$ cat src/rtl/i2cmra_pkg.sv
package i2cmra_pkg;

   // Bits in one byte on the wire.
   localparam int BYTE_BITS = 8;

   // Item kinds carried on the request side.
   localparam logic [1:0] OP_TICK  = 2'd0;
   localparam logic [1:0] OP_WRITE = 2'd1;
   localparam logic [1:0] OP_START = 2'd2;

   // Transaction status codes.
   localparam logic [1:0] STATUS_OK        = 2'd0;
   localparam logic [1:0] STATUS_BUS_BUSY  = 2'd1;
   localparam logic [1:0] STATUS_ADDR_NACK = 2'd2;
   localparam logic [1:0] STATUS_ZERO_LEN  = 2'd3;

   // Bus segments; each one runs through up to four sub-steps.
   typedef enum logic [3:0] {
      SEG_IDLE    = 4'd0,
      SEG_ST      = 4'd1,
      SEG_SD_DEV  = 4'd2,
      SEG_WA_DEV  = 4'd3,
      SEG_SD_REG  = 4'd4,
      SEG_WA_REG  = 4'd5,
      SEG_SD_DATA = 4'd6,
      SEG_WA_DATA = 4'd7,
      SEG_RS      = 4'd8,
      SEG_SD_DEVR = 4'd9,
      SEG_WA_DEVR = 4'd10,
      SEG_RD      = 4'd11,
      SEG_MA      = 4'd12,
      SEG_SP      = 4'd13
   } seg_type;

   typedef enum logic [1:0] {
      BIT_KEEP,
      BIT_CLR,
      BIT_INC,
      BIT_ACK
   } bit_op_type;

   typedef enum logic [2:0] {
      LOAD_NONE,
      LOAD_DEV,
      LOAD_DEV_INC,
      LOAD_REG,
      LOAD_ZERO,
      LOAD_STORE
   } load_type;

   // Per-tick control decoded from the current bus segment and step.
   typedef struct packed {
      logic       scl_we;
      logic       scl_val;
      logic       sda_we;
      logic       sda_val;
      bit_op_type bit_op;
      load_type   load;
      logic       shift_out;
      logic       shift_in;
      logic       rx_done;
      logic       take_inc;
      logic       byte_dec;
      logic       finish;
      logic       status_we;
      logic [1:0] status_val;
   } ctl_type;

endpackage

$ cat src/rtl/i2c_master_register_access.sv
// I2C master that runs register write and read transactions, one bus step per tick.
// Request channel: req_tuser carries the item kind (tick, queue a write byte, or
// start a transaction); req_tdata carries the sampled SDA level and the start and
// write-byte arguments. A start latches device and register address, direction
// and byte count; ticks then walk the start, address, data, ack and stop phases.
// Response channel: every accepted request transfer yields exactly one response
// transfer with the line drives, busy flag, received byte and status after that
// item; rsp_tuser flags a freshly received byte and rsp_tlast marks the item on
// which a transaction ends.
// A valid response appears in the cycle after request acceptance, and one item
// is taken per cycle while no response waits; all state updates fit between the
// input handshake and the response register, and the write byte queue is read
// through a registered RAM whose address is set well before the byte is needed.
// Reset returns the sequencer to idle with both lines released, empties the queue
// and clears the status; the queue RAM needs no clearing pass.
// When the receiver stalls, the response register holds its transfer and
// req_tready stays low until the waiting response is taken.
module i2c_master_register_access #(
   parameter int WRITE_DEPTH = 16
) (
   input  logic        clock,
   input  logic        reset,
   input  logic        req_tvalid,
   output logic        req_tready,
   // [0] sda_in, [1] is_read, [9:2] device_address, [17:10] register_address,
   // [22:18] byte_count, [30:23] data_byte, [31] zero
   input  logic [31:0] req_tdata,
   // [1:0] op
   input  logic [1:0]  req_tuser,
   output logic        rsp_tvalid,
   input  logic        rsp_tready,
   // [0] scl_out, [1] sda_out, [2] busy_res, [10:3] rx_byte, [12:11] status,
   // [15:13] zero
   output logic [15:0] rsp_tdata,
   // [0] rx_valid
   output logic        rsp_tuser,
   // done_res
   output logic        rsp_tlast
);

   import i2cmra_pkg::*;

   localparam int AW = (WRITE_DEPTH > 1) ? $clog2(WRITE_DEPTH) : 1;
   localparam int CW = $clog2(WRITE_DEPTH + 1);

   // Request fields.
   logic [1:0] op;
   logic       sda_in;
   logic       is_read;
   logic [7:0] device_address;
   logic [7:0] register_address;
   logic [4:0] byte_count;
   logic [7:0] data_byte;

   assign op               = req_tuser;
   assign sda_in           = req_tdata[0];
   assign is_read          = req_tdata[1];
   assign device_address   = req_tdata[9:2];
   assign register_address = req_tdata[17:10];
   assign byte_count       = req_tdata[22:18];
   assign data_byte        = req_tdata[30:23];

   // Sequencer and datapath state.
   seg_type       seg_ff, seg_in;
   logic [1:0]    st_ff, st_in;
   logic [3:0]    bit_counter_ff, bit_counter_in;
   logic [4:0]    bytes_left_ff, bytes_left_in;
   logic [7:0]    shift_ff, shift_in;
   logic [CW-1:0] write_fill_ff, write_fill_in;
   logic [CW-1:0] write_take_ff, write_take_in;
   logic [7:0]    latched_dev_ff, latched_dev_in;
   logic [7:0]    latched_reg_ff, latched_reg_in;
   logic          read_flag_ff, read_flag_in;
   logic [1:0]    status_ff, status_in;
   logic          scl_ff, scl_in;
   logic          sda_ff, sda_in_drv;

   // Bypass for a queue write that lands on the address being read.
   logic          byp_valid_ff, byp_valid_in;
   logic [7:0]    byp_data_ff;

   // Response register.
   logic          rsp_valid_ff, rsp_valid_in;
   logic [15:0]   rsp_data_ff;
   logic          rsp_user_ff;
   logic          rsp_last_ff;

   logic          accept;
   logic          tick;
   logic          start;
   logic          start_zero;
   logic [4:0]    cnt;
   logic          bus_fail;
   logic [3:0]    bc_next;
   logic          bc_full;
   logic          queue_wr;
   logic [7:0]    ram_q;
   logic [7:0]    store_val;
   logic [7:0]    rx_shift;
   ctl_type       ctl;
   logic          finish_any;
   logic          finish_read;
   logic          done;

   // A new request is taken whenever the response register is empty or draining.
   assign req_tready = !rsp_valid_ff || rsp_tready;
   assign accept     = req_tvalid && req_tready;

   assign tick  = accept && (op == OP_TICK) && (seg_ff != SEG_IDLE);
   assign start = accept && (op == OP_START) && (seg_ff == SEG_IDLE);

   // A write transaction never sends more bytes than the queue can hold.
   assign cnt = (!is_read && (int'(byte_count) > WRITE_DEPTH)) ?
                5'(WRITE_DEPTH) : byte_count;
   assign start_zero = start && (cnt == 5'd0);

   // The bus must read high before the master pulls SDA, and low after.
   assign bus_fail = tick && (seg_ff == SEG_ST) &&
                     (((st_ff == 2'd0) && !sda_in) || ((st_ff == 2'd1) && sda_in));

   assign bc_next  = bit_counter_ff + 4'd1;
   assign bc_full  = bc_next >= 4'(BYTE_BITS);
   assign rx_shift = {shift_ff[6:0], sda_in};

   // Write byte queue.
   assign queue_wr = accept && (op == OP_WRITE) && (write_fill_ff < CW'(WRITE_DEPTH));

   i2cmra_ram #(
      .WIDTH (8),
      .DEPTH (WRITE_DEPTH)
   ) u_queue (
      .clock   (clock),
      .wr_en   (queue_wr),
      .wr_addr (write_fill_ff[AW-1:0]),
      .wr_data (data_byte),
      .rd_addr (write_take_ff[AW-1:0]),
      .rd_data (ram_q)
   );

   assign byp_valid_in = queue_wr && (write_fill_ff == write_take_ff);

   // A byte past the queued ones goes out as zero.
   assign store_val = ((write_take_ff < write_fill_ff) &&
                       (write_take_ff < CW'(WRITE_DEPTH))) ?
                      (byp_valid_ff ? byp_data_ff : ram_q) : 8'h00;

   // Next bus segment and step.
   always_comb begin
      seg_in = seg_ff;
      st_in  = st_ff;
      if (start) begin
         seg_in = (cnt == 5'd0) ? SEG_IDLE : SEG_ST;
         st_in  = 2'd0;
      end else if (tick) begin
         case (seg_ff)
            SEG_ST, SEG_RS: begin
               if (bus_fail) begin
                  seg_in = SEG_IDLE;
                  st_in  = 2'd0;
               end else if (st_ff == 2'd0 || st_ff == 2'd1) begin
                  st_in = st_ff + 2'd1;
               end else begin
                  seg_in = (seg_ff == SEG_ST) ? SEG_SD_DEV : SEG_SD_DEVR;
                  st_in  = 2'd0;
               end
            end
            SEG_SD_DEV, SEG_SD_REG, SEG_SD_DATA, SEG_SD_DEVR: begin
               if (st_ff == 2'd0 || st_ff == 2'd1) begin
                  st_in = st_ff + 2'd1;
               end else begin
                  st_in = 2'd0;
                  if (bc_full) begin
                     seg_in = seg_type'(4'(seg_ff) + 4'd1);
                  end
               end
            end
            SEG_WA_DEV, SEG_WA_REG, SEG_WA_DATA, SEG_WA_DEVR: begin
               if (st_ff != 2'd3) begin
                  st_in = st_ff + 2'd1;
               end else begin
                  st_in = 2'd0;
                  if (seg_ff == SEG_WA_DEV) begin
                     seg_in = (bit_counter_ff != 4'd0) ? SEG_SP : SEG_SD_REG;
                  end else if (seg_ff == SEG_WA_REG && read_flag_ff) begin
                     seg_in = SEG_RS;
                  end else if (seg_ff == SEG_WA_DEVR) begin
                     seg_in = SEG_RD;
                  end else if (bytes_left_ff == 5'd0) begin
                     seg_in = SEG_SP;
                  end else begin
                     seg_in = SEG_SD_DATA;
                  end
               end
            end
            SEG_RD: begin
               if (st_ff == 2'd0) begin
                  st_in = 2'd1;
               end else begin
                  st_in  = 2'd0;
                  seg_in = bc_full ? SEG_MA : SEG_RD;
               end
            end
            SEG_MA: begin
               if (st_ff != 2'd3) begin
                  st_in = st_ff + 2'd1;
               end else begin
                  st_in  = 2'd0;
                  seg_in = (bytes_left_ff == 5'd0) ? SEG_SP : SEG_RD;
               end
            end
            SEG_SP: begin
               if (st_ff != 2'd3) begin
                  st_in = st_ff + 2'd1;
               end else begin
                  seg_in = SEG_IDLE;
                  st_in  = 2'd0;
               end
            end
            default: begin
               seg_in = SEG_IDLE;
               st_in  = 2'd0;
            end
         endcase
      end
   end

   // Line drives and datapath control for a tick in the current step.
   always_comb begin
      ctl = '0;
      if (tick) begin
         case (seg_ff)
            SEG_ST, SEG_RS: begin
               case (st_ff)
                  2'd0: begin
                     ctl.scl_we  = 1'b1;
                     ctl.scl_val = 1'b1;
                     ctl.sda_we  = 1'b1;
                     ctl.sda_val = 1'b1;
                  end
                  2'd1: begin
                     ctl.sda_we  = 1'b1;
                     ctl.sda_val = 1'b0;
                  end
                  default: begin
                     ctl.load   = (seg_ff == SEG_ST) ? LOAD_DEV : LOAD_DEV_INC;
                     ctl.bit_op = BIT_CLR;
                  end
               endcase
               if (bus_fail) begin
                  ctl.finish     = 1'b1;
                  ctl.status_we  = 1'b1;
                  ctl.status_val = STATUS_BUS_BUSY;
                  ctl.bit_op     = BIT_CLR;
               end
            end
            SEG_SD_DEV, SEG_SD_REG, SEG_SD_DATA, SEG_SD_DEVR: begin
               case (st_ff)
                  2'd0: begin
                     ctl.scl_we = 1'b1;
                  end
                  2'd1: begin
                     ctl.sda_we    = 1'b1;
                     ctl.sda_val   = shift_ff[7];
                     ctl.shift_out = 1'b1;
                  end
                  default: begin
                     ctl.scl_we  = 1'b1;
                     ctl.scl_val = 1'b1;
                     ctl.bit_op  = bc_full ? BIT_CLR : BIT_INC;
                  end
               endcase
            end
            SEG_WA_DEV, SEG_WA_REG, SEG_WA_DATA, SEG_WA_DEVR: begin
               case (st_ff)
                  2'd0: begin
                     ctl.scl_we = 1'b1;
                  end
                  2'd1: begin
                     ctl.sda_we  = 1'b1;
                     ctl.sda_val = 1'b1;
                  end
                  2'd2: begin
                     ctl.scl_we  = 1'b1;
                     ctl.scl_val = 1'b1;
                     ctl.bit_op  = BIT_ACK;
                  end
                  default: begin
                     ctl.scl_we = 1'b1;
                     ctl.bit_op = BIT_CLR;
                     if (seg_ff == SEG_WA_DEV) begin
                        if (bit_counter_ff != 4'd0) begin
                           ctl.status_we  = 1'b1;
                           ctl.status_val = STATUS_ADDR_NACK;
                        end else begin
                           ctl.load = LOAD_REG;
                        end
                     end else if (seg_ff == SEG_WA_REG && read_flag_ff) begin
                        ctl.load = LOAD_NONE;
                     end else if (seg_ff == SEG_WA_DEVR) begin
                        ctl.load = LOAD_ZERO;
                     end else if (bytes_left_ff != 5'd0) begin
                        ctl.load     = LOAD_STORE;
                        ctl.take_inc = 1'b1;
                        ctl.byte_dec = 1'b1;
                     end
                  end
               endcase
            end
            SEG_RD: begin
               if (st_ff == 2'd0) begin
                  ctl.scl_we  = 1'b1;
                  ctl.sda_we  = 1'b1;
                  ctl.sda_val = 1'b1;
               end else begin
                  ctl.scl_we   = 1'b1;
                  ctl.scl_val  = 1'b1;
                  ctl.shift_in = 1'b1;
                  ctl.bit_op   = bc_full ? BIT_CLR : BIT_INC;
                  ctl.rx_done  = bc_full;
                  ctl.byte_dec = bc_full;
               end
            end
            SEG_MA: begin
               case (st_ff)
                  2'd0: begin
                     ctl.scl_we = 1'b1;
                  end
                  2'd1: begin
                     // Ack every byte but the last one.
                     ctl.sda_we  = 1'b1;
                     ctl.sda_val = (bytes_left_ff == 5'd0);
                  end
                  2'd2: begin
                     ctl.scl_we  = 1'b1;
                     ctl.scl_val = 1'b1;
                  end
                  default: begin
                     ctl.scl_we = 1'b1;
                     ctl.bit_op = BIT_CLR;
                     if (bytes_left_ff != 5'd0) begin
                        ctl.load = LOAD_ZERO;
                     end
                  end
               endcase
            end
            SEG_SP: begin
               case (st_ff)
                  2'd0: begin
                     ctl.scl_we = 1'b1;
                  end
                  2'd1: begin
                     ctl.sda_we = 1'b1;
                  end
                  2'd2: begin
                     ctl.scl_we  = 1'b1;
                     ctl.scl_val = 1'b1;
                  end
                  default: begin
                     ctl.sda_we  = 1'b1;
                     ctl.sda_val = 1'b1;
                     ctl.finish  = 1'b1;
                     ctl.bit_op  = BIT_CLR;
                  end
               endcase
            end
            default: begin
               ctl = '0;
            end
         endcase
      end
   end

   // A finished write transaction releases the queue; a rejected write start counts too.
   assign finish_any  = ctl.finish || start_zero;
   assign finish_read = start_zero ? is_read : read_flag_ff;
   assign done        = finish_any;

   // Datapath next values.
   always_comb begin
      scl_in         = ctl.scl_we ? ctl.scl_val : scl_ff;
      sda_in_drv     = ctl.sda_we ? ctl.sda_val : sda_ff;
      shift_in       = shift_ff;
      bit_counter_in = bit_counter_ff;
      bytes_left_in  = bytes_left_ff;
      status_in      = status_ff;
      latched_dev_in = latched_dev_ff;
      latched_reg_in = latched_reg_ff;
      read_flag_in   = read_flag_ff;
      write_fill_in  = write_fill_ff;
      write_take_in  = write_take_ff;

      case (ctl.load)
         LOAD_DEV:     shift_in = latched_dev_ff;
         LOAD_DEV_INC: shift_in = latched_dev_ff + 8'd1;
         LOAD_REG:     shift_in = latched_reg_ff;
         LOAD_ZERO:    shift_in = 8'h00;
         LOAD_STORE:   shift_in = store_val;
         default: begin
            if (ctl.shift_out) begin
               shift_in = {shift_ff[6:0], 1'b0};
            end else if (ctl.shift_in) begin
               shift_in = rx_shift;
            end
         end
      endcase

      case (ctl.bit_op)
         BIT_CLR: bit_counter_in = 4'd0;
         BIT_INC: bit_counter_in = bc_next;
         BIT_ACK: bit_counter_in = {3'b000, sda_in};
         default: bit_counter_in = bit_counter_ff;
      endcase

      if (ctl.byte_dec) begin
         bytes_left_in = bytes_left_ff - 5'd1;
      end
      if (ctl.status_we) begin
         status_in = ctl.status_val;
      end
      if (ctl.take_inc) begin
         write_take_in = write_take_ff + CW'(1);
      end
      if (queue_wr) begin
         write_fill_in = write_fill_ff + CW'(1);
      end

      if (start) begin
         latched_dev_in = device_address;
         latched_reg_in = register_address;
         read_flag_in   = is_read;
         bytes_left_in  = cnt;
         bit_counter_in = 4'd0;
         status_in      = (cnt == 5'd0) ? STATUS_ZERO_LEN : STATUS_OK;
         if (cnt != 5'd0) begin
            write_take_in = '0;
         end
      end

      if (finish_any && !finish_read) begin
         write_fill_in = '0;
         write_take_in = '0;
      end
   end

   // The response register is loaded on every accepted request.
   assign rsp_valid_in = accept ? 1'b1 : (rsp_tready ? 1'b0 : rsp_valid_ff);

   always_ff @(posedge clock) begin
      if (reset) begin
         seg_ff         <= SEG_IDLE;
         st_ff          <= 2'd0;
         bit_counter_ff <= 4'd0;
         bytes_left_ff  <= 5'd0;
         shift_ff       <= 8'h00;
         write_fill_ff  <= '0;
         write_take_ff  <= '0;
         latched_dev_ff <= 8'h00;
         latched_reg_ff <= 8'h00;
         read_flag_ff   <= 1'b0;
         status_ff      <= STATUS_OK;
         scl_ff         <= 1'b1;
         sda_ff         <= 1'b1;
         byp_valid_ff   <= 1'b0;
         rsp_valid_ff   <= 1'b0;
      end else begin
         seg_ff         <= seg_in;
         st_ff          <= st_in;
         bit_counter_ff <= bit_counter_in;
         bytes_left_ff  <= bytes_left_in;
         shift_ff       <= shift_in;
         write_fill_ff  <= write_fill_in;
         write_take_ff  <= write_take_in;
         latched_dev_ff <= latched_dev_in;
         latched_reg_ff <= latched_reg_in;
         read_flag_ff   <= read_flag_in;
         status_ff      <= status_in;
         scl_ff         <= scl_in;
         sda_ff         <= sda_in_drv;
         byp_valid_ff   <= byp_valid_in;
         rsp_valid_ff   <= rsp_valid_in;
      end
   end

   always_ff @(posedge clock) begin
      byp_data_ff <= data_byte;
      if (accept) begin
         rsp_data_ff <= {3'b000, status_in,
                         (ctl.rx_done ? rx_shift : 8'h00),
                         (seg_in != SEG_IDLE), sda_in_drv, scl_in};
         rsp_user_ff <= ctl.rx_done;
         rsp_last_ff <= done;
      end
   end

   assign rsp_tvalid = rsp_valid_ff;
   assign rsp_tdata  = rsp_data_ff;
   assign rsp_tuser  = rsp_user_ff;
   assign rsp_tlast  = rsp_last_ff;

`ifndef SYNTHESIS
   // The queue never holds more bytes than it has room for.
   assert property (@(posedge clock) disable iff (reset)
      write_fill_ff <= CW'(WRITE_DEPTH))
      else $error("write queue fill count exceeds its depth");

   // A bit count of a full byte is never carried into the next step.
   assert property (@(posedge clock) disable iff (reset)
      bit_counter_ff < 4'(BYTE_BITS))
      else $error("bit counter left at a full byte");

   // The last stop step ends the transaction and reports idle.
   assert property (@(posedge clock) disable iff (reset)
      (tick && seg_ff == SEG_SP && st_ff == 2'd3) |=>
         (seg_ff == SEG_IDLE && rsp_tlast && !rsp_tdata[2]))
      else $error("stop did not end the transaction");

   // A start with a nonzero length enters the start phase with the queue rewound.
   assert property (@(posedge clock) disable iff (reset)
      (start && cnt != 5'd0) |=>
         (seg_ff == SEG_ST && st_ff == 2'd0 && write_take_ff == '0 && rsp_tdata[2]))
      else $error("start did not enter the start phase");
`endif

endmodule

$ cat src/rtl/i2cmra_ram.sv
module i2cmra_ram #(
   parameter int WIDTH = 8,
   parameter int DEPTH = 16,
   localparam int ADDR_W = (DEPTH > 1) ? $clog2(DEPTH) : 1
) (
   input  logic              clock,
   input  logic              wr_en,
   input  logic [ADDR_W-1:0] wr_addr,
   input  logic [WIDTH-1:0]  wr_data,
   input  logic [ADDR_W-1:0] rd_addr,
   output logic [WIDTH-1:0]  rd_data
);

   logic [WIDTH-1:0] mem_ff [DEPTH];
   logic [WIDTH-1:0] rd_data_ff;

   always_ff @(posedge clock) begin
      if (wr_en) begin
         mem_ff[wr_addr] <= wr_data;
      end
      rd_data_ff <= mem_ff[rd_addr];
   end

   assign rd_data = rd_data_ff;

endmodule
$ cat config.mk
export PLATFORM = sky130hd
export DESIGN_NAME = i2c_master_register_access
export DESIGN_NICKNAME = d
export VERILOG_FILES = /design/src/rtl/i2cmra_pkg.sv /design/src/rtl/i2c_master_register_access.sv /design/src/rtl/i2cmra_ram.sv
export SDC_FILE = /design/constraint.sdc
export NUM_CORES = 1
export LEC_CHECK = 0
export BUFFER_PORTS_ARGS = -buffer_cell sky130_fd_sc_hd__buf_2
export CAP_MARGIN = 30
export CORE_ASPECT_RATIO = 0.5
export CORE_UTILIZATION = 61
export CTS_CLUSTER_SIZE = 20
export DETAILED_ROUTE_END_ITERATION = 10
export PLACE_DENSITY = 0.87
export RECOVER_POWER = 25
export SLEW_MARGIN = 20
export SYNTH_ARGS = -nofsm -noshare
export SYNTH_HDL_FRONTEND = slang
export SYNTH_SLANG_ARGS = --single-unit
$ cat constraint.sdc
create_clock -name clock -period 3.5 [get_ports clock]
set_input_delay 0.35 -clock clock [delete_from_list [all_inputs] [get_ports clock]]
set_output_delay 0.35 -clock clock [all_outputs]
set_load 0.02 [all_outputs]
==> out/results.tsv <==
stage	metric	value	unit
final_layout	commonest non-fill, non-tap cell in the layout	edfxtp_1	
clock_tree	H-tree Lvls	1	
routing	Vias	6927	
clock_tree	CTS clk-pin slew, worst paths	0.07	ns
logic_synthesis	Synth async-reset ratio	0	%
clock_tree	clock sinks	215	
clock_tree	Num CTS Buffers	19	
global_route	pin count of the biggest net entering global routing	37	
sta	number of setup violations in the final report	0	
power	maximum VDD drop	329	µV
logic_synthesis	number of flops mapped to enable cells by yosys	143	
logic_synthesis	Post-Syn Area	9870	µm²
setup_path	CP required	3.90	ns
floorplan	row count	32	
setup_path	Setup Crit Path Kind	flop to flop	
global_route	first-pass GRT wire length	37300	µm
routing	WL per Instance	23.0	µm
routing	Vias/cell	6.62	
placement	dpl cells	1013	
floorplan	IO Pins	58	
sta	max_slew headroom	37.9	%
logic_synthesis	Post-synth top flop	edfxtp_1	
final_layout	layout cell share with drive strength beyond 1	18.3	%
setup_path	crit end category	flop	
floorplan	die height	92.0	µm
floorplan	Initial Util	63.2	%
global_route	grt met1 use	40.6	%
floorplan	Die Span X	182	µm
setup_path	terminus of the critical flop-to-flop path	bytes_left_ff[2]	
final_layout	# diodes	0	
setup_path	largest fanout on the critical path	9	
final_layout	Layout Cells excl Fill	1047	
global_route	initial antenna violation count	0	
global_route	gr usage total	29.6	%
clock_tree	Longest Clk Path Bufs	3	
routing	initial DRC count	876	
clock_tree	cts repair resizes	0	
global_route	vias in the first global route	6559	
global_route	met3 Use GR	4.77	%
clock_tree	hold_buf cts	0	
clock_tree	post-CTS setup buffer count	0	
power	Leak Pwr	3.72	nW
logic_synthesis	Synth Area per Inst	12.7	µm²
setup_path	CP Data Arrival Time	3.68	ns
routing	Total Wirelength	24100	µm
final_layout	Synth-to-Final Area Change	11.3	%
floorplan	DIE AREA	16700	µm²
logic_synthesis	Synthesis Warnings	0	
sta	final setup TNS	0	ns
setup_path	FF-to-FF setup slack	0.22	ns
min_path	worst hold stages	3	
sta	Fin. Hold Viols	0	
routing	DRC viols	0	
setup_path	Critical Path Start Type	flop	
min_path	hold endpoint	latched_dev_ff[2]	
sta	Worst Tran Pin Value	0.925	ns
run_status	status	finished clean	
sta	min Tclk post-route	3.28	ns
routing	Routed Antenna Nets	0	
routing	drt first pass iters	6	
sta	Clock Skew	0.0136	ns
setup_path	Critical R2R Launch	seg_ff[0]	
sta	Max Freq	305	MHz
placement	DPL Wire Length	16000	µm
final_layout	fin nets	895	
min_path	Hold Crit Start	req_tdata[4]	
clock_tree	CTS tree	done	
min_path	Worst Hold Class	input port to flop	
clock_tree	root buffer cell	clkbuf_16	
sta	crit share post-route	93.8	%
clock_tree	Clk Latency, worst-skew pair	0.50	ns
setup_path	worst-case reg-to-reg path depth	9	
logic_synthesis	Gate Count Post-Synth	777	
global_route	busiest grt layer	met2	
sta	unrepaired setup endpoints after global routing	no	
job	Maximum Capacitance Violations	0	
global_route	GRT overflow	0	
logic_synthesis	Seq/Total Area, Yosys	58.1	%
final_layout	most frequent cells in the layout	edfxtp_1 (143), dfxtp_1 (71), nand2_1 (63), nor2_1 (50)	
placement	Final Wtd Congestion	0.962	
logic_synthesis	#FFs+latches synth	215	
floorplan	core area	15600	µm²
global_route	Global Route met2 Usage	49.1	%
power	pwr dens	467	nW/µm²
logic_synthesis	Yosys cell types	73	
sta	Max Slew Vio Count	0	
placement	I/O Buffers	53	
==> through the flow <==
step | instance area, µm² | worst slack [ns] | util (%) | power [mW] | hold WS (ns)
global route | 11000 | 0.0158 | 70.4 | 5.24 | 0.0969
detailed placement | 10400 | 0.417 | 66.3 | 2.97 | 0.454
finish | 11000 | 0.217 | 70.4 | 5.13 | 0.0954
global placement | 10400 | 0.435 | 66.3 | 2.96 | 0.446
CTS | 11000 | 0.299 | 70.4 | 5.13 | 0.0856
floorplan | 9880 | 0.695 | - | 2.89 | 0.378
==> worst max-delay path: stages, from the launching register on <==
cell and delay [ns]:
dfxtp_1 0.44, inv_1 0.14, ha_1 0.37, nor3b_1 0.23, nand4b_1 0.32, nor3_1 0.81, buf_4 0.28, o21ai_0 0.12
xor2_1 0.18, a211oi_1 0.28
==> cell type report <==
type	count	area (µm²)
clock buffer	25	539
inverter	27	101
tap	204	255
multi-input combinational	490	3820
clock inverter	9	103
timing repair buffer	77	435
fill	1040	4630
sequential	215	5740
==> synthesized netlist by cell type, types with 9 or more instances <==
master    instances  share of area, %
xor2_1           13               1.2
and3_1           10              0.63
clkbuf_1         27               1.0
a211oi_1          9              0.68
inv_1            27               1.0
nand2_1          63               2.4
a31oi_1           9              0.57
nor3_1           11              0.56
and2_1           12              0.76
o21ai_0          19              0.96
a21oi_1          45               2.3
dfxtp_1          72                15
ha_1             27               3.4
edfxtp_1        143                43
nor2_1           50               1.9
mux2i_1          18               1.8
nand2b_1         11              0.70
nand3_1          22               1.1
mux4_2           40               9.1
==> where the power goes <==
| part | total [mW] | internal, mW | switching (mW) |
|---|---|---|---|
| Combinational | 0.168 | 0.0545 | 0.114 |
| Clock | 2.21 | 1.25 | 0.964 |
| Sequential | 2.75 | 2.73 | 0.0177 |
| Total | 5.13 | 4.03 | 1.10 |
==> worst max path at each step <==
stage | from | to | slack [ns] | cells past startpoint
2_1_floorplan | rsp_tvalid | u_queue.mem_ff[3][0] | 0.70 | 6
3_3_place_gp | seg_ff[0] | bytes_left_ff[2] | 0.43 | 9
3_5_place_dp | seg_ff[0] | bytes_left_ff[4] | 0.42 | 9
4_1_cts | seg_ff[0] | bytes_left_ff[2] | 0.30 | 9
5_1_grt | seg_ff[0] | bytes_left_ff[2] | 0.02 | 9
6_report | seg_ff[0] | bytes_left_ff[2] | 0.22 | 9
==> layer usage <==
layer / routed length, µm / vias to the layer above
met5: 0 / -
met4: 639 / 0
met3: 1970 / 61
met2: 11500 / 424
met1: 9980 / 3388
li1: - / 3054
==> kinds of logic (layout without fill, tap and decap cells) <==
group	count (synthesis)	count (layout)	share of synthesized area (%)
simple gates	220	220	11.1
flops	215	215	58.1
compound gates	155	155	10.5
buf+inv	74	138	3.32
mux	65	65	11.7
fa+ha+maj	27	27	3.42
xor+xnor	20	20	1.77
other cells	1	3	0.0380
==> sequential cells by signal, summed over array words and instances (netlist names), 2 cells and up <==
signal and count:
bit_counter_ff 4, byp_data_ff 8, bytes_left_ff 5, latched_dev_ff 8, latched_reg_ff 8, rsp_tdata 13
seg_ff 4, shift_ff 8, st_ff 2, status_ff 2, u_queue.mem_ff 128, u_queue.rd_data 8
write_fill_ff 5, write_take_ff 5
(Power assumes the default switching activity.)
